File: src/sv/nng_pkg.sv
// Shared types, constants and register codes of the nearest-neighbour gate.
package nng_pkg;

    // Frame length and position counter
    localparam int MAX_MEAS = 256;
    localparam int POS_W    = (MAX_MEAS > 1) ? $clog2(MAX_MEAS) : 1;
    localparam int IDX_W    = 8;

    // Field widths
    localparam int XY_W     = 20;
    localparam int COV_W    = 16;
    localparam int GATE_W   = 16;
    localparam int CFG_W    = 20;

    // Datapath widths
    localparam int D_W      = XY_W + 1;          // innovation dx, dy
    localparam int SQ_W     = 2 * D_W;           // dx*dx, dy*dy, dx*dy
    localparam int SQ_LO_W  = D_W;               // low half of a square
    localparam int SQ_HI_W  = SQ_W - SQ_LO_W;    // high half of a square
    localparam int COEF_W   = COV_W + 1;         // covariance or cross sum
    localparam int PH_W     = SQ_HI_W + COEF_W;
    localparam int PL_W     = SQ_LO_W + 1 + COEF_W;
    localparam int SCORE_W  = 61;
    localparam int PROD_W   = 2 * COV_W;
    localparam int DET_W    = PROD_W + 1;
    localparam int T_W      = GATE_W + PROD_W;
    localparam int LIM_SH   = 6;
    localparam int LIM_W    = T_W - LIM_SH;

    // Front pipeline depth and queue size
    localparam int NSTAGE   = 6;
    localparam int QDEPTH   = 4;
    localparam int QPTR_W   = $clog2(QDEPTH);

    // Register index codes
    localparam int REG_IDX_W = 3;
    localparam logic [REG_IDX_W-1:0] REG_PRED_X = 3'd0;
    localparam logic [REG_IDX_W-1:0] REG_PRED_Y = 3'd1;
    localparam logic [REG_IDX_W-1:0] REG_COV_XX = 3'd2;
    localparam logic [REG_IDX_W-1:0] REG_COV_XY = 3'd3;
    localparam logic [REG_IDX_W-1:0] REG_COV_YX = 3'd4;
    localparam logic [REG_IDX_W-1:0] REG_COV_YY = 3'd5;
    localparam logic [REG_IDX_W-1:0] REG_GATE   = 3'd6;

    // Register reset values
    localparam logic signed [XY_W-1:0]  PRED_RESET     = '0;
    localparam logic signed [COV_W-1:0] COV_DIAG_RESET = 16'sd1024;
    localparam logic signed [COV_W-1:0] COV_OFF_RESET  = '0;
    localparam logic [GATE_W-1:0]       GATE_RESET     = 16'd37765;
    localparam logic signed [SCORE_W-1:0] SCORE_MAX    = {1'b0, {(SCORE_W-1){1'b1}}};

    // Input word
    typedef struct packed {
        logic signed [XY_W-1:0] meas_x;
        logic signed [XY_W-1:0] meas_y;
        logic                   last_meas;
    } meas_t;

    // Result word
    typedef struct packed {
        logic             found;
        logic [IDX_W-1:0] best_index;
    } result_t;

    // Frame position and end-of-frame mark of one measurement
    typedef struct packed {
        logic             eof;
        logic [POS_W-1:0] pos;
    } tag_t;

    // Classified measurement handed from front to back
    typedef struct packed {
        logic signed [SCORE_W-1:0] score;
        logic                      pass;
        tag_t                      tag;
    } q_entry_t;

endpackage

File: src/sv/nng_back.sv
// Back part: running minimum over passing scores and the result register.
module nng_back (
    input  logic              clk,
    input  logic              rst_n,
    input  logic              q_valid,
    input  nng_pkg::q_entry_t q_rd_data,
    output logic              q_rd_en,
    output logic              out_valid,
    input  logic              out_stall,
    output nng_pkg::result_t  out_word
);
    import nng_pkg::*;

    logic signed [SCORE_W-1:0] best_score_reg, best_score_next;
    logic [POS_W-1:0]          best_pos_reg, best_pos_next;
    logic                      any_found_reg, any_found_next;
    logic                      out_valid_reg, out_valid_next;
    result_t                   out_word_reg, out_word_next;
    logic                      upd;
    logic                      pop;
    logic                      found;
    logic [POS_W-1:0]          win_pos;

    // Take a word unless it ends a frame and the result register is still held
    assign pop = q_valid && (!q_rd_data.tag.eof || !out_valid_reg || !out_stall);
    assign upd = q_rd_data.pass &&
                 (!any_found_reg || (q_rd_data.score < best_score_reg));
    assign found   = any_found_reg || upd;
    assign win_pos = upd ? q_rd_data.tag.pos : best_pos_reg;

    // Update the running minimum and emit on end of frame
    always_comb
    begin
        best_score_next = best_score_reg;
        best_pos_next   = best_pos_reg;
        any_found_next  = any_found_reg;
        out_word_next   = out_word_reg;
        out_valid_next  = out_valid_reg && out_stall;
        if (pop)
        begin
            if (q_rd_data.tag.eof)
            begin
                out_valid_next   = 1'b1;
                out_word_next    = '{found: found,
                                     best_index: found ? IDX_W'(win_pos) : '0};
                best_score_next  = SCORE_MAX;
                best_pos_next    = '0;
                any_found_next   = 1'b0;
            end
            else if (upd)
            begin
                best_score_next = q_rd_data.score;
                best_pos_next   = q_rd_data.tag.pos;
                any_found_next  = 1'b1;
            end
        end
    end

    always_ff @(posedge clk or negedge rst_n)
    begin
        if (!rst_n)
        begin
            best_score_reg <= SCORE_MAX;
            best_pos_reg   <= '0;
            any_found_reg  <= 1'b0;
            out_valid_reg  <= 1'b0;
        end
        else
        begin
            best_score_reg <= best_score_next;
            best_pos_reg   <= best_pos_next;
            any_found_reg  <= any_found_next;
            out_valid_reg  <= out_valid_next;
        end
    end

    // Result payload
    always_ff @(posedge clk)
    begin
        out_word_reg <= out_word_next;
    end

    assign q_rd_en   = pop;
    assign out_valid = out_valid_reg;
    assign out_word  = out_word_reg;

    a_eof_emits: assert property (@(posedge clk) disable iff (!rst_n)
        (pop && q_rd_data.tag.eof) |=> out_valid_reg)
        else $error("end of frame popped without a result");

    a_none_zero: assert property (@(posedge clk) disable iff (!rst_n)
        (out_valid_reg && !out_word_reg.found) |-> (out_word_reg.best_index == '0))
        else $error("nonzero index on empty gate result");

    a_pos_clear: assert property (@(posedge clk) disable iff (!rst_n)
        !any_found_reg |-> (best_pos_reg == '0))
        else $error("best position set without a passing score");

endmodule

File: config.mk
export PLATFORM = sky130hd
export DESIGN_NAME = nng_back
export DESIGN_NICKNAME = d
export VERILOG_FILES = /design/src/sv/nng_pkg.sv /design/src/sv/nng_back.sv
export SDC_FILE = /design/constraint.sdc
export NUM_CORES = 1
export LEC_CHECK = 0
export BUFFER_PORTS_ARGS = -buffer_cell sky130_fd_sc_hd__buf_4
export CORE_MARGIN = 8
export CORE_UTILIZATION = 44
export CTS_BUF_LIST = sky130_fd_sc_hd__clkbuf_4
export DETAILED_ROUTE_END_ITERATION = 8
export GPL_ROUTABILITY_DRIVEN = 0
export MAX_ROUTING_LAYER = met4
export PLACE_DENSITY = 0.74
export RECOVER_POWER = 100
export SYNTH_ARGS = -nofsm -noshare
export SYNTH_HDL_FRONTEND = slang
export SYNTH_SLANG_ARGS = --single-unit
File: constraint.sdc
create_clock -name clk -period 3.25 [get_ports clk]
set_input_delay 0.1625 -clock clk [delete_from_list [all_inputs] [get_ports clk]]
set_output_delay 0.1625 -clock clk [all_outputs]
set_load 0.03 [all_outputs]
Yosys cells after proc, flatten, opt, wreduce, memory -nomap -nowiden
Index checks and enable logic that the tools add are counted.

Output and inout port bits: 11. Register bits after elaboration: 80.

Magnitude comparators: 1. Muxes and demuxes: 8. Reductions and logical operators: 14.

Operators by type and width (count): 2-to-1 mux 61 bit (2); < comparator 61 bit (1); 2-to-1 mux 8 bit (2); logical NOT 1 bit (4); logical OR 1 bit (4); 2-to-1 mux 1 bit (4); AND reduction 2 bit (2); logical AND 1 bit (3); nonzero test 2 bit (1).

Depth between registers and ports, before layout
Depth after elaboration: 5. Gate-level depth with buffers: 13.

Least setup slack after synthesis
No wires, ideal clock.

Path type: register -> register. From: register best_score_reg[59]. To: register out_word_reg, in the netlist out_word[0] (data pin). Setup slack: 0.122 ns. Path buffers: 3. Cell stages (with the launch flop): 14. Period minus slack after synthesis: 3.128 ns. Required time: 2.982 ns. Arrival: 2.859 ns. Path through: dfstp_2 -> inv_1 -> ha_1 -> nand4_1 -> nor2_1 -> a221o_1 -> a211o_1 -> a2111o_1 -> a211o_1 -> buf_2 -> buf_6 -> buf_2 -> nand4_1 -> o31ai_1.

Word-level cells in the longest chain between the ends: 4. Elaborated cells between the ends (all ways): 5. Classes of those cells: order compare: 1; mux: 1; reduce/logical: 3.

RTL lines: from (decl) (line nng_back.sv:14) `logic signed [SCORE_W-1:0] best_score_reg, best_score_next;`; from (signal assigned) (line nng_back.sv:70) `best_score_reg <= best_score_next;`; < comparator 61 bit * (line nng_back.sv:27) `(!any_found_reg || (q_rd_data.score < best_score_reg));`; logical OR 1 bit * (line nng_back.sv:27); logical AND 1 bit * (line nng_back.sv:26) `assign upd = q_rd_data.pass &&`; 2-to-1 mux 8 bit / logical OR 1 bit (equally long branches); to (signal assigned) (line nng_back.sv:80) `out_word_reg <= out_word_next;`; to (decl) (line nng_back.sv:18) `result_t out_word_reg, out_word_next;`.

Every way passes the cells marked *; elsewhere a longest branch is shown, timed or not. A chain may end at the register's enable or synchronous reset.

Worst setup path in the final report
From: register best_score_reg[58]. To: register best_score_reg[1].

Word-level cells in the longest chain between the ends: 5.

RTL lines (line): < comparator 61 bit (nng_back.sv:27); logical OR 1 bit (nng_back.sv:27); logical AND 1 bit (nng_back.sv:26); nonzero test 2 bit (no line); AND reduction 2 bit (no line).

Every way passes these cells.

==> results.toml <==
[outcome]
status = "complete, but fails checks"
violations = "max-capacitance violations, max-slew violations"

[synthesis]
synthCells = 576
synth_ff_type = "dfstp_2"
yosys-top-cells-count = "inv_1, dfstp_2, ha_1"
synth_most_common_cell = "inv_1"
synth.avg_cell_area_um2 = 9.48
ys_ff_latch = 80
synthArstFlopShare_pct = 88.8
yosys_warnings = 0
synthesis.nets = 711
syn-cell-area_um2 = 5460
ys_seq_area_share_pct = 38.9
synth_edf_count = 9
synth_cell_types = 43
synth_area_leaders = "dfstp_2, ha_1, and4_1"
synth_top_area_cell = "dfstp_2"
synth_top_cell_area_share_pct = 28.9

[critical_path]
crit_end = "best_score_reg[1]$_DFFE_PN1P_"
r2r_end = "best_score_reg[1]$_DFFE_PN1P_"
required_ns = 3.60
crit_path_start_kind = "register"
rr_startpoint = "best_score_reg[58]$_DFFE_PN1P_"
worst_r2r_path_depth = 12
crit_path_max_fanout = 24
cp_slowest_cell = "dfstp_2"
cp-end-kind = "register"
slowest_delay_ns = 0.56
worst-endpoint-arrival_ns = 3.57
critical_path_class = "reg -> reg"
cp_cell_sequence = "inv_1, ha_4, nand4_1, nor2_2, buf_4, and3_1, a211o_1, a2111o_1, a211o_4, clkbuf_16, and4_1, a221oi_1"
cp-startpoint = "best_score_reg[58]$_DFFE_PN1P_"
r2r_slack_ns = 0.03

[clock_tree]
cts_tree = "done"
numCtsBuffers = 9
clk_pin_slew_ns = 0.13
insertion_delay_ns = 0.45
cts.sinks = 80
clock_path_buffers = 2
root_buffer = "clkbuf_4"
htreeDepth = 3

[timing]
fmax_mhz = 311
worstMarginPinSlew_ns = 1.80
layout_min_cycle_time_ns = 3.22
finalClockSkew_ns = 0.0151
finalHoldViolCount = 0
min_period_over_period_pct = 99.0
grt_setup_unrepaired = "true"
setup_viol = 0
maxSlewViolCount = 159
slew-limit-headroom_pct = -20.2

[layout]
final_util_pct = 62.1
nNetsFinal = 820
multi_input_area_um2 = 3450
largest_register_ffs = 61
area_growth_pct = 37.1
fillers = 935
drive_above_1_share_pct = 38.6
final_cell_area_um2 = 7490
regArea_um2 = 2120

[floorplanning]
design.die.area_um2 = 16200
start_util_pct = 45.3
die-height_um = 127
core_area_um2 = 12100
design.portCount = 86
num_rows = 40
die_w_um = 127

[power_and_ir_drop]
clockPowerShare_pct = 17.6
internal_power_mw = 2.22
ir_drop_uv = 164
p_comb_share_pct = 41.5
p_seq_share_pct = 40.9
switching_share_pct = 35.6
p_per_area_nw_per_um2 = 459
leakage_nw = 3.39
p_switching_mw = 1.22

[place]
postPlaceCellArea_um2 = 6290
dp_hpwl_mm = 9.65
port_buffers = 85

[drt]
drt-vias-per-instance = 5.99
wl_per_cell_um = 19.1
firstDrtPassIters = 5
ant_nets = 0
drt-initial-drc-count = 643
drc = 0
drt-total-wl_mm = 16.4
num_vias = 5149

[global_routing]
first_global_vias = 5002
grt_pass1_wl_mm = 24.6
antenna_found_initial = 1
grt_usage_pct = 18.7
grt_overflow_total = 0
grt_max_degree = 87

[worst_hold_path]
hold_path.class = "in -> reg"

[flow_run]
max_cap_violations = 2
-- layout make-up --
class                           instances  area share, %
Multi-Input combinational cell        374           46.1
Sequential cell                        80           28.3
Timing Repair Buffer                  146           17.2
Inverter                               74           3.71
Tap cell                              168           2.81
Clock buffer                           12           1.20
Clock inverter                          4          0.602
Antenna cell                            1         0.0334
-- cell usage in the layout, fill, tap and decap left out, types with 22 or more instances in the layout --
cell type / Yosys / routed
inv_1: 74 / 65
buf_4: 0 / 89
nor3_1: 33 / 31
dlygate4sd3_1: 0 / 31
dfstp_2: 60 / 60
nor2_1: 39 / 38
a221oi_1: 32 / 22
ha_1: 60 / 36
ha_4: 0 / 24
o32a_1: 28 / 28
and4_1: 34 / 33
nand4_1: 25 / 25
nand2_1: 27 / 27
-- routing by layer --
layer  share of wire [%]  global-route usage, %  routed length (µm)
met2                  50                   29.4                8140
met3                 5.6                   2.54                 913
met5                   0                      -                   0
met4                 2.2                   8.12                 364
met1                  43                   23.6                6980
-- power by group through the flow --
stage                     Combinational (mW)  Sequential [mW]  Clock, mW
after floorplan                        0.693             1.40          0
after global placement                  1.00             1.40          0
final                                   1.43             1.41      0.607
after global routing                    1.58             1.43      0.656
after detailed placement                1.04             1.41          0
after CTS                               1.10             1.39      0.610
-- what timing repair did --
item,4_1_cts,5_1_grt
setup endpoints to repair,76,77
buffers inserted,0,5
cloned,0,6
pin swaps,1,33
gates resized for setup,13,94
endpoints found under the hold margin,41,0
hold buffers,31,0
-- cell families after synthesis --
logic type               count (synthesis)  share of synthesized area (%)
buffers and inverters                  122                           8.91
AO/OA/AOI/OAI                          130                           19.6
AND/OR/NAND/NOR                        184                           18.9
adder cells (fa/ha/maj)                 60                           13.7
flip-flops                              80                           38.9
-- critical path, delay by kind of cell, from the launching register on --
kind | cells | cell delay [ns]
AOI/OAI and AO/OA | 4 | 1.37
and+or+nand+nor | 4 | 0.55
buffers and inverters | 3 | 0.41
DFF | 1 | 0.56
adders and majority gates | 1 | 0.22
-- worst min-delay path by stage --
stage             startpoint                             end  slack [ns]  cells after the start
2_1_floorplan          rst_n       any_found_reg$_DFFE_PN0P_       -0.13                      0
3_3_place_gp           rst_n  best_score_reg[60]$_DFFE_PN0P_        0.36                      1
5_1_grt        q_rd_data[55]  best_score_reg[45]$_DFFE_PN1P_      -0.009                      2
4_1_cts        q_rd_data[55]  best_score_reg[45]$_DFFE_PN1P_       0.007                      2
6_report       q_rd_data[55]  best_score_reg[45]$_DFFE_PN1P_        0.02                      2
3_5_place_dp           rst_n  best_score_reg[60]$_DFFE_PN0P_        0.35                      1
-- per-stage QoR --
| stage | hold WS [ns] | setup WS (ns) | instances | total power, mW | TNS [ns] |
|---|---|---|---|---|---|
| 6_report | 0.0151 | 0.0318 | 859 | 3.44 | 0 |
| 5_1_grt | -0.00883 | -0.108 | 859 | 3.66 | -2.21 |
| 4_1_cts | 0.00741 | -0.0274 | 847 | 3.11 | -0.135 |
| 3_5_place_dp | 0.349 | -0.129 | 800 | 2.45 | -5.96 |
| 3_3_place_gp | 0.357 | -0.0877 | 800 | 2.40 | -4.00 |
| 2_1_floorplan | -0.133 | 0.122 | 576 | 2.09 | 0 |
Power figures use the tool's default switching activity.
