==> src/sv/nng_pkg.sv <==
// Shared types, constants and register codes of the nearest-neighbour gate.
package nng_pkg;

    // Frame length and position counter
    localparam int MAX_MEAS = 256;
    localparam int POS_W    = (MAX_MEAS > 1) ? $clog2(MAX_MEAS) : 1;
    localparam int IDX_W    = 8;

    // Field widths
    localparam int XY_W     = 20;
    localparam int COV_W    = 16;
    localparam int GATE_W   = 16;
    localparam int CFG_W    = 20;

    // Datapath widths
    localparam int D_W      = XY_W + 1;          // innovation dx, dy
    localparam int SQ_W     = 2 * D_W;           // dx*dx, dy*dy, dx*dy
    localparam int SQ_LO_W  = D_W;               // low half of a square
    localparam int SQ_HI_W  = SQ_W - SQ_LO_W;    // high half of a square
    localparam int COEF_W   = COV_W + 1;         // covariance or cross sum
    localparam int PH_W     = SQ_HI_W + COEF_W;
    localparam int PL_W     = SQ_LO_W + 1 + COEF_W;
    localparam int SCORE_W  = 61;
    localparam int PROD_W   = 2 * COV_W;
    localparam int DET_W    = PROD_W + 1;
    localparam int T_W      = GATE_W + PROD_W;
    localparam int LIM_SH   = 6;
    localparam int LIM_W    = T_W - LIM_SH;

    // Front pipeline depth and queue size
    localparam int NSTAGE   = 6;
    localparam int QDEPTH   = 4;
    localparam int QPTR_W   = $clog2(QDEPTH);

    // Register index codes
    localparam int REG_IDX_W = 3;
    localparam logic [REG_IDX_W-1:0] REG_PRED_X = 3'd0;
    localparam logic [REG_IDX_W-1:0] REG_PRED_Y = 3'd1;
    localparam logic [REG_IDX_W-1:0] REG_COV_XX = 3'd2;
    localparam logic [REG_IDX_W-1:0] REG_COV_XY = 3'd3;
    localparam logic [REG_IDX_W-1:0] REG_COV_YX = 3'd4;
    localparam logic [REG_IDX_W-1:0] REG_COV_YY = 3'd5;
    localparam logic [REG_IDX_W-1:0] REG_GATE   = 3'd6;

    // Register reset values
    localparam logic signed [XY_W-1:0]  PRED_RESET     = '0;
    localparam logic signed [COV_W-1:0] COV_DIAG_RESET = 16'sd1024;
    localparam logic signed [COV_W-1:0] COV_OFF_RESET  = '0;
    localparam logic [GATE_W-1:0]       GATE_RESET     = 16'd37765;
    localparam logic signed [SCORE_W-1:0] SCORE_MAX    = {1'b0, {(SCORE_W-1){1'b1}}};

    // Input word
    typedef struct packed {
        logic signed [XY_W-1:0] meas_x;
        logic signed [XY_W-1:0] meas_y;
        logic                   last_meas;
    } meas_t;

    // Result word
    typedef struct packed {
        logic             found;
        logic [IDX_W-1:0] best_index;
    } result_t;

    // Frame position and end-of-frame mark of one measurement
    typedef struct packed {
        logic             eof;
        logic [POS_W-1:0] pos;
    } tag_t;

    // Classified measurement handed from front to back
    typedef struct packed {
        logic signed [SCORE_W-1:0] score;
        logic                      pass;
        tag_t                      tag;
    } q_entry_t;

endpackage

==> src/sv/nng_queue.sv <==
// Short queue of classified measurements between front and back.
module nng_queue (
    input  logic              clk,
    input  logic              rst_n,
    input  logic              wr_en,
    input  nng_pkg::q_entry_t wr_data,
    output logic              full,
    input  logic              rd_en,
    output nng_pkg::q_entry_t rd_data,
    output logic              not_empty
);
    import nng_pkg::*;

    q_entry_t            entry_reg [QDEPTH];
    logic [QPTR_W-1:0]   wr_ptr_reg, wr_ptr_next;
    logic [QPTR_W-1:0]   rd_ptr_reg, rd_ptr_next;
    logic [QPTR_W:0]     count_reg, count_next;

    assign full      = (count_reg == (QPTR_W+1)'(QDEPTH));
    assign not_empty = (count_reg != '0);
    assign rd_data   = entry_reg[rd_ptr_reg];

    // Move pointers and fill count
    always_comb
    begin
        wr_ptr_next = wr_en ? wr_ptr_reg + 1'b1 : wr_ptr_reg;
        rd_ptr_next = rd_en ? rd_ptr_reg + 1'b1 : rd_ptr_reg;
        case ({wr_en, rd_en})
            2'b10:   count_next = count_reg + 1'b1;
            2'b01:   count_next = count_reg - 1'b1;
            default: count_next = count_reg;
        endcase
    end

    always_ff @(posedge clk or negedge rst_n)
    begin
        if (!rst_n)
        begin
            wr_ptr_reg <= '0;
            rd_ptr_reg <= '0;
            count_reg  <= '0;
        end
        else
        begin
            wr_ptr_reg <= wr_ptr_next;
            rd_ptr_reg <= rd_ptr_next;
            count_reg  <= count_next;
        end
    end

    // Store the incoming word
    always_ff @(posedge clk)
    begin
        if (wr_en)
        begin
            entry_reg[wr_ptr_reg] <= wr_data;
        end
    end

    a_no_overflow: assert property (@(posedge clk) disable iff (!rst_n)
        wr_en |-> !full)
        else $error("queue written while full");

    a_no_underflow: assert property (@(posedge clk) disable iff (!rst_n)
        rd_en |-> not_empty)
        else $error("queue read while empty");

endmodule

==> config.mk <==
export PLATFORM = sky130hd
export DESIGN_NAME = nng_queue
export DESIGN_NICKNAME = d
export VERILOG_FILES = /design/src/sv/nng_pkg.sv /design/src/sv/nng_queue.sv
export SDC_FILE = /design/constraint.sdc
export NUM_CORES = 1
export LEC_CHECK = 0
export ABC_AREA = 1
export BUFFER_PORTS_ARGS = -buffer_cell sky130_fd_sc_hd__clkbuf_2
export CELL_PAD_IN_SITES_DETAIL_PLACEMENT = 0
export CELL_PAD_IN_SITES_GLOBAL_PLACEMENT = 1
export CORE_UTILIZATION = 52
export DETAILED_ROUTE_END_ITERATION = 10
export HOLD_SLACK_MARGIN = 0.12
export PLACE_DENSITY_LB_ADDON = 0.2
export SETUP_SLACK_MARGIN = 0.02
export SLEW_MARGIN = 25
export SYNTH_ARGS = -nofsm -noshare
export SYNTH_HDL_FRONTEND = slang
export SYNTH_SLANG_ARGS = --single-unit
export TNS_END_PERCENT = 50
==> constraint.sdc <==
create_clock -name clk -period 7.6 [get_ports clk]
set_clock_uncertainty 0.1 [all_clocks]
set_input_delay 1.9 -clock clk [delete_from_list [all_inputs] [get_ports clk]]
set_output_delay 1.9 -clock clk [all_outputs]
set_load 0.01 [all_outputs]
* After elaboration in Yosys (flattened, before gate mapping)
Memory sizes are Yosys's and may differ from the RTL's. Index checks and enable logic that the tools add are counted. Widths: inputs -> output; s select.
Word-level totals: bits in registers 7, memories kept 1, output and inout port bits 73, input port bits 75, RAM bits 284
Cells by class: $add $sub $neg 4, muxes and demuxes 3, reduce and logical (&&, ||, !) cells 2, equal/unequal tests 3
Memories:
- entry_reg | words 4, width 71, read ports 1, clocked after memory_dff 0, wr ports 1, line nng_queue.sv:14 | q_entry_t entry_reg [QDEPTH];
Operators by type and width (count):
- $pmux 3 s2 | 1
- $add 2x1->2 const B | 2
- $add 3x1->3 const B | 1
- $eq 3x3->1 const B | 1
- $reduce_bool 3->1 | 1
- $sub 3x1->3 const B | 1
- $eq 2x1->1 const B | 1
- $eq 2x2->1 const B | 1
- $mux 1 | 2
- $reduce_bool 2->1 | 1

* Longest topological paths before layout
Gate-level depths: netlist of run 1.
depth in word-level cells 2, mapped depth 10, depth with buffers taken out 9

* Worst setup path before layout of run 1
OpenSTA, ideal clock, no wires.
path type input to register, start point in wr_en, end point mem entry_reg[0][0] (netlist name), enable pin, setup time 0.425 ns, cell stages on the path 3, slack 3.481 ns, arrival 3.594 ns, cell sequence clkbuf_1 -> nand2_1 -> inv_1
Between the ends: word-level cells in the longest chain between the ends 2
RTL lines:
- start, declared | line nng_queue.sv:5 | input logic wr_en,
- $mux 1 | line nng_queue.sv:54 | if (wr_en)
- $mux 1 (implied by the code) | line nng_queue.sv:56 | entry_reg[wr_ptr_reg] <= wr_data;
- end, declared | line nng_queue.sv:14
Every way passes these cells.

==> results of run 1 <==
-- worst max-delay path by stage --
stage	depth (start not counted)	slack [ps]	from	endpoint
after floorplan	3	3480	wr_en	entry_reg[0][0]
after global routing	5	2330	rd_ptr_reg[1]	rd_data[13]
after CTS	5	2460	rd_ptr_reg[1]	rd_data[7]
final	5	2580	rd_ptr_reg[1]	rd_data[25]
after detailed placement	5	3010	rd_ptr_reg[1]	rd_data[7]
after global placement	5	3040	rd_ptr_reg[1]	rd_data[61]
-- layout make-up --
type | instances | area share
Tap cell | 313 | 0.0281
Clock inverter | 15 | 0.0110
Clock buffer | 38 | 0.0560
Multi-Input combinational cell | 382 | 0.179
Timing Repair Buffer | 155 | 0.0580
Inverter | 156 | 0.0425
Sequential cell | 291 | 0.625
-- routing by layer --
| layer | track usage | share of wire |
|---|---|---|
| met1 | 0.250 | 0.44 |
| met2 | 0.315 | 0.49 |
| met3 | 0.0322 | 0.048 |
| met4 | 0.0546 | 0.020 |
| met5 | 0 | 0 |
-- critical path: cells and delay by family (launching register included) --
kind / cells / cell delay (ps)
compound gates: 1 / 160
buf+inv: 3 / 1370
flops: 1 / 840
simple gates: 1 / 80
-- power by group through the flow --
stage	logic [W]	registers, W	clock network, W
3_5_place_dp	0.00182	0.00232	0
2_1_floorplan	0.00150	0.00221	0
5_1_grt	0.00200	0.00231	0.00147
3_3_place_gp	0.00181	0.00231	0
4_1_cts	0.00183	0.00228	0.00141
6_report	0.00178	0.00228	0.00138
-- cell families (layout without fill, tap and decap cells) --
kind of cell | count (synthesis) | count (layout) | share of synthesized area
buf+inv | 204 | 364 | 0.0897
fa+ha+maj | 6 | 6 | 0.00671
flops | 291 | 291 | 0.708
compound gates | 144 | 144 | 0.116
simple gates | 228 | 228 | 0.0768
xor+xnor | 4 | 4 | 0.00285
-- through the flow --
stage	setup slack, ps	instances
final	2580	1350
after global routing	2330	1350
after CTS	2460	1350
after detailed placement	3010	1297
after global placement	3040	1297
after floorplan	3480	877
-- cell usage in the layout (no fill, tap or decap), drive strengths merged --
cell      instances
bufinv            3
xnor2             1
clkinvlp          3
clkbuf          185
dfrtp             7
fa                1
clkinv           14
nand3             2
o211ai          142
edfxtp          284
o21ai             2
inv             151
ha                5
xor2              3
nand2           224
nand4             1
nor3              1
buf               8
==> impl_metrics.toml, run 1 <==
[pwr]
p_leak_nw = 5.66
seqPwrFrac = 0.419
cellPowerDensity_nw_per_um2 = 391
p_int_w = 0.00354
power_w = 0.00544
p_clk_frac = 0.254
p_sw_frac = 0.349
switchingPower_w = 0.00190
peakVddDrop_mv = 0.322
p_comb_frac = 0.327

[yosys]
synth_cell_types = 22
synth_seq_cells = 291
synthTopCellsByArea = "edfxtp_1 69%, o211ai_2 7.2%, nand2_1 5.8%, inv_1 4.7%, o211ai_1 4.3%"
async_reset_ff_frac = 0.0241
ys_top_cells_by_count = "284 x edfxtp_1, 191 x nand2_1, 155 x inv_1"
synth_area_per_cell_um2 = 14.0
yosysSeqAreaShare = 0.708
synth_area_um2 = 12300
syn_nets = 958
netlist_instances = 877
synth_edf_count = 284
synthFlopType = "edfxtp_1"
yosysTopAreaCell = "edfxtp_1"
synthMostInstantiatedCell = "edfxtp_1"
yosysTopAreaCellShare = 0.693
yosysWarnings = 0

[floorplanning]
die_x_um = 156
row_count = 55
die_y_um = 156
io_pins = 148
coreArea_um2 = 22900
dieArea_um2 = 24300
start_util = 0.537

[layout]
largest_reg_flops = 284
nFillCells = 1817
diodes = 0
multiInputGateArea_um2 = 2490
layout-drive-gt1-share = 0.298
ff_latch_area_um2 = 8710
post-route-util = 0.608
stdcell_area_um2 = 13900
area_delta_synth_final_pct = 13.2
nets = 1096

[grt]
grt_max_degree = 161
grt_overflow_total = 0
antenna_found_initial = 0
grt_usage = 0.187
first_global_vias = 6649
grt_pass1_wl_um = 34900

[clock_tree]
cts_tree = "yes"
clkSlewWorstSetupHoldPaths_ps = 60
cts_buffers = 29
clock_latency_ps = 520
cts_resized = 0
cts_setup_buffers = 0
clock_sinks = 291
postCtsHoldBufs = 0
h-tree-depth = 1
cts_root_buffer = "clkbuf_16"
clockBufferDepth = 3

[timing]
setup_violations = 0
rsz0062_at_grt = "false"
fin_crit_sh = 0.660
worst_slew_pin_slew_ps = 930
slew_headroom = 0.380
holdWs_ps = 382
setup_tns_ps = 0
finalHoldViolations = 0
max_clock_freq_mhz = 199
post-route-min-period_ps = 5020
slew_violations = 0

[flow_run]
cap_violations = 0

[worst_hold_path]
hold_path_end = "count_reg[2]"
hold_path_depth = 2
min_from = "count_reg[2]"
worstHoldPathType = "reg2reg"

[drt]
routedWlPerCell_um = 16.2
final_antenna_net_count = 0
first_pass_iters = 5
wl_um = 21800
drtIter0Drc = 390
viasPerCell = 5.00
drc = 0
routed-via-count = 6747

[setup_path]
critPathSlowestCell = "dfrtp_4"
r2r_start = "rd_ptr_reg[1]"
end_kind = "primary output"
cp_max_fo = 38
critical_path.max_stage_delay_ps = 840
rr_endpoint = "rd_ptr_reg[1]"
crit_path_start_kind = "flip-flop"
path_class = "reg2out"
rrSetupSlack_ps = 5050
worstPathArrival_ps = 3020
crit_chain = "clkinv_2 > buf_4 > o211ai_1 > nand2_1 > clkbuf_2"
r2r_cells = 3
required_ps = 5600

[outcome]
status = "finished, final reports clean"

[placement]
port_buffers = 147
hpwl_um = 12700
place_congestion = 0.709
placed_area_um2 = 13000
(Power assumes the default switching activity.)
==> inputs of run 2 (changes only) <==
--- a/config.mk
+++ b/config.mk
@@ -9,7 +9,7 @@
 export BUFFER_PORTS_ARGS = -buffer_cell sky130_fd_sc_hd__clkbuf_2
 export CELL_PAD_IN_SITES_DETAIL_PLACEMENT = 0
 export CELL_PAD_IN_SITES_GLOBAL_PLACEMENT = 1
-export CORE_UTILIZATION = 52
+export CORE_UTILIZATION = 43
 export DETAILED_ROUTE_END_ITERATION = 10
 export HOLD_SLACK_MARGIN = 0.12
 export PLACE_DENSITY_LB_ADDON = 0.2
==> constraint.sdc (replaced) <==
create_clock -name clk -period 4.6 [get_ports clk]
set_clock_uncertainty 0.1 [all_clocks]
set_input_delay 1.15 -clock clk [delete_from_list [all_inputs] [get_ports clk]]
set_output_delay 1.15 -clock clk [all_outputs]
set_load 0.01 [all_outputs]
==> run 2 against run 1 <==
  * Register-to-register slack lost 2900 ps
  * Sequential share of layout area shrank 1.3 points
  * Sequential cell count is the same
  * Final area grew 2.1%
  * Worst hold slack lost 46 ps
  * Setup slack lost 2100 ps
  * Via count grew 1.1%
  * Clock power grew 88%
  * Count of clock-buffer cells in the layout grew 1
==> impl_metrics.toml, run 2 (synthesis results as in run 1) <==
[layout]
diodes = 0
largest_reg_flops = 284
stdcell_area_um2 = 14200
nFillCells = 2403
ff_latch_area_um2 = 8710
nets = 1101
multiInputGateArea_um2 = 2490
layout_commonest_cell = "edfxtp_1"
area_delta_synth_final_pct = 15.6
layout-drive-gt1-share = 0.303
layout_common_cells = "284 x edfxtp_1, 191 x nand2_1, 151 x inv_1, 147 x clkbuf_2"
post-route-util = 0.509

[timing]
post-route-min-period_ps = 4160
slew_headroom = 0.413
setup_violations = 0
rsz0062_at_grt = "false"
finalHoldViolations = 0
setup_tns_ps = 0
fin_crit_sh = 0.904
slew_violations = 0
worst_slew_pin_slew_ps = 880
timing.final.ws_setup_ps = 443
max_clock_freq_mhz = 241

[placement]
placed_area_um2 = 13100
pre_cts_ws_ps = 949
place_congestion = 0.735
port_buffers = 147
hpwl_um = 13600

[clock_tree]
clock_sinks = 291
cts_buffers = 31
clock_latency_ps = 550
cts_resized = 0
postCtsHoldBufs = 0
clkSlewWorstSetupHoldPaths_ps = 60
h-tree-depth = 1
clockBufferDepth = 3
cts_setup_buffers = 0
cts_root_buffer = "clkbuf_16"
cts_tree = "yes"

[setup_path]
r2r_cells = 5
cp_max_fo = 41
required_ps = 3350
rrSetupSlack_ps = 2190
worstPathArrival_ps = 2910
crit_path_start_kind = "flip-flop"
path_class = "reg2out"
end_kind = "primary output"

[drt]
wl_um = 23600
routedWlPerCell_um = 16.6
routed-via-count = 6824
first_pass_iters = 5
drtIter0Drc = 322
final_antenna_net_count = 0
viasPerCell = 4.80
drc = 0

[grt]
grt_max_degree = 103
antenna_found_initial = 2
grt_usage = 0.162
first_global_vias = 6661
grt_overflow_total = 0
grt_pass1_wl_um = 36000

[floorplanning]
coreArea_um2 = 27900
die_x_um = 171
dieArea_um2 = 29300
row_count = 61
start_util = 0.440
io_pins = 148
die_y_um = 171

[pwr]
cellPowerDensity_nw_per_um2 = 661
p_leak_nw = 5.76
peakVddDrop_mv = 0.400

[outcome]
status = "finished, final reports clean"

[worst_hold_path]
worstHoldPathType = "in2async"

[flow_run]
cap_violations = 0
-- run 2: cell count changes in the layout (fill, tap and decap cells not counted), sizes merged --
cell	previous run	this run
bufinv	3	7
buf	8	11
clkbuf	185	186
clkinvlp	3	2
inv	151	152
-- run 2: area by class of cell --
cell class              count  area share
multi-input cells         382       0.175
flip-flops and latches    291       0.612
clock buffers              39      0.0567
well taps                 378      0.0333
clock inverters            19      0.0194
repair buffers            158      0.0613
inverters                 156      0.0416
-- run 2: layer usage --
metal / vias to the layer above / part of all wire / GRT usage
li1: 3330 / - / -
met1: 3318 / 0.44 / 0.206
met2: 137 / 0.49 / 0.280
met3: 37 / 0.050 / 0.0340
met4: 2 / 0.019 / 0.0419
met5: - / 0.00059 / 0
-- run 2: where the power goes --
group          internal (W)  switching, W
Clock               0.00163      0.000971
Combinational       0.00107       0.00200
Sequential          0.00348      0.000253
-- run 2: worst max-delay path, stage by stage (launching register included) --
cell      delay [ps]
dfrtp_4          750
clkinv_2         780
buf_12           440
o211ai_1         140
nand2_1           70
clkbuf_2         130
-- run 2: through the flow --
step                total power [W]  instances  hold WS, ps
finish                      0.00940       1423          336
global route                0.00998       1423          325
CTS                         0.00956       1423          318
detailed placement          0.00694       1365          370
global placement            0.00692       1365          356
floorplan                   0.00613        877          342
-- run 2: worst paths after layout --
path                                from                to
setup / recovery           rd_ptr_reg[1]       rd_data[31]
hold / removal                     rst_n      count_reg[0]
setup reg to reg           wr_ptr_reg[0]  entry_reg[0][25]
hold reg to reg             count_reg[2]      count_reg[2]
max in group asynchronous          rst_n     rd_ptr_reg[1]
min in group clk            count_reg[2]      count_reg[2]
==> inputs of run 3 (changes only) <==
--- a/config.mk
+++ b/config.mk
@@ -10,6 +10,7 @@
 export CELL_PAD_IN_SITES_DETAIL_PLACEMENT = 0
 export CELL_PAD_IN_SITES_GLOBAL_PLACEMENT = 1
 export CORE_UTILIZATION = 43
+export CTS_CLUSTER_SIZE = 25
 export DETAILED_ROUTE_END_ITERATION = 10
 export HOLD_SLACK_MARGIN = 0.12
 export PLACE_DENSITY_LB_ADDON = 0.2
==> constraint.sdc (replaced) <==
create_clock -name clk -period 4.6 [get_ports clk]
set_clock_uncertainty 0.1 [all_clocks]
set_input_delay 0.46 -clock clk [delete_from_list [all_inputs] [get_ports clk]]
set_output_delay 0.46 -clock clk [all_outputs]
set_load 0.01 [all_outputs]
==> run 3 against run 2 <==
  * Die area unchanged
  * Power shrank 4.7%
  * First-iteration DRC count is 2.5% higher
  * Global-route usage down 0.25 points
  * Non-clock buffer count rose by 73
  * Cell count is 4.8% higher
  * Final area is 3.5% higher
  * Sequential cell count unchanged
  * Critical endpoint is now rd_data[38]
==> impl_metrics.toml, run 3 (synthesis results as in run 1) <==
[outcome]
status = "finished, final reports clean"

[timing]
rsz0062_at_grt = "false"
slew_headroom = 0.352
holdWs_ps = 160
post-route-min-period_ps = 3280
slew_violations = 0
finalHoldViolations = 0
worst_slew_pin_slew_ps = 971
max_clock_freq_mhz = 305
setup_tns_ps = 0
fin_crit_sh = 0.714
setup_violations = 0

[grt]
antenna_found_initial = 0
grt_usage = 0.159
grt_max_degree = 85
grt_overflow_total = 0
first_global_vias = 6667
grt_pass1_wl_um = 35800

[layout]
layout_common_cells = "284 x edfxtp_1, 191 x nand2_1, 151 x inv_1, 147 x clkbuf_2, 73 x dlygate4sd3_1"
layout_commonest_cell = "edfxtp_1"
area_delta_synth_final_pct = 19.6
diodes = 0
largest_reg_flops = 284
post-route-util = 0.527
layout-drive-gt1-share = 0.276
nFillCells = 2400
nets = 1173

[clock_tree]
cts_resized = 0
clock_latency_ps = 540
clock_sinks = 291
cts_setup_buffers = 0
cts_buffers = 30
cts_root_buffer = "clkbuf_16"
cts_tree = "yes"
h-tree-depth = 1
clkSlewWorstSetupHoldPaths_ps = 60
clockBufferDepth = 3

[floorplanning]
start_util = 0.440
die_y_um = 171
row_count = 61
die_x_um = 171
coreArea_um2 = 27900
dieArea_um2 = 29300
io_pins = 148

[placement]
hpwl_um = 12900
place_congestion = 0.678
port_buffers = 147

[setup_path]
worstPathArrival_ps = 2720
critPathTopFamily = "buffers and inverters"
critical_path.max_stage_delay_ps = 670
end_kind = "primary output"
required_ps = 4040
path_buf_inv = 3
crit_path_start_kind = "flip-flop"
cp_max_fo = 55
critPathSlowestCell = "dfrtp_4"
crit_chain = "clkinv_2 > buf_4 > o211ai_1 > nand2_1 > clkbuf_2"
path_class = "reg2out"

[drt]
routed-via-count = 6909
viasPerCell = 4.63
final_antenna_net_count = 0
drc = 0
routedWlPerCell_um = 15.4
first_pass_iters = 4
drtIter0Drc = 330
wl_um = 23000

[pwr]
cellPowerDensity_nw_per_um2 = 609
p_sw_frac = 0.354
p_comb_frac = 0.342
peakVddDrop_mv = 0.318
p_leak_nw = 5.96
p_clk_frac = 0.239
seqPwrFrac = 0.419
p_int_w = 0.00579
switchingPower_w = 0.00317

[worst_hold_path]
worstHoldPathType = "in2reg"

[flow_run]
cap_violations = 0
run 3: cell types whose count changed in the layout (fill, tap and decap cells not counted), sizes merged:
cell         delta
clkinv          +7
inv             -1
dlygate4sd3    +73
bufinv          -7
clkinvlp        -2
clkbuf          -1
run 3: what timing repair did:
item / 4_1_cts / 5_1_grt
endpoints found under the hold margin: 293 / 0
hold buffers: 73 / 0
setup endpoints to repair: 0 / 0
run 3: path summary, 6_finish.rpt:
check / start / to / cells past startpoint / slack, ps
max: rd_ptr_reg[1] / rd_data[38] / 5 / 1320
max in group asynchronous: rst_n / rd_ptr_reg[0] / 2 / 4000
min: wr_en / wr_ptr_reg[0] / 2 / 160
min in group asynchronous: rst_n / count_reg[2] / 2 / 200
max reg2reg: wr_ptr_reg[0] / entry_reg[0][4] / 5 / 2090
min reg2reg: count_reg[2] / count_reg[2] / 2 / 380
run 3: per-stage QoR:
| stage | setup WS (ps) | area, um2 | instances | power [W] |
|---|---|---|---|---|
| detailed placement | 1820 | 13100 | 1365 | 0.00691 |
| global placement | 1810 | 13100 | 1365 | 0.00688 |
| global route | 1130 | 14700 | 1492 | 0.00955 |
| finish | 1320 | 14700 | 1492 | 0.00896 |
| CTS | 1240 | 14700 | 1492 | 0.00912 |
| floorplan | 1920 | 12300 | 877 | 0.00613 |
run 3: per-layer routing:
metal / global-route usage / vias up / wire length, um / part of all wire
li1: - / 3477 / - / -
met1: 0.217 / 3274 / 10600 / 0.46
met2: 0.264 / 123 / 11100 / 0.48
met3: 0.0298 / 35 / 949 / 0.041
met4: 0.0400 / 0 / 425 / 0.018
met5: 0 / - / 0 / 0
run 3: power by group through the flow:
stage               logic [W]  registers [W]  clock network, W
finish                0.00306        0.00375           0.00215
floorplan             0.00248        0.00365                 0
CTS                   0.00315        0.00376           0.00221
global placement      0.00308        0.00380                 0
detailed placement    0.00310        0.00382                 0
global route          0.00342        0.00381           0.00232
run 3: final cells by class:
cell class | instances | area (um2) | share of cell area
inverter | 156 | 592 | 0.0402
multi-input combinational | 382 | 2490 | 0.169
clock inverter | 16 | 70.1 | 0.00476
clock buffer | 38 | 802 | 0.0545
timing repair buffer | 231 | 1570 | 0.107
tap | 378 | 473 | 0.0321
sequential | 291 | 8710 | 0.592
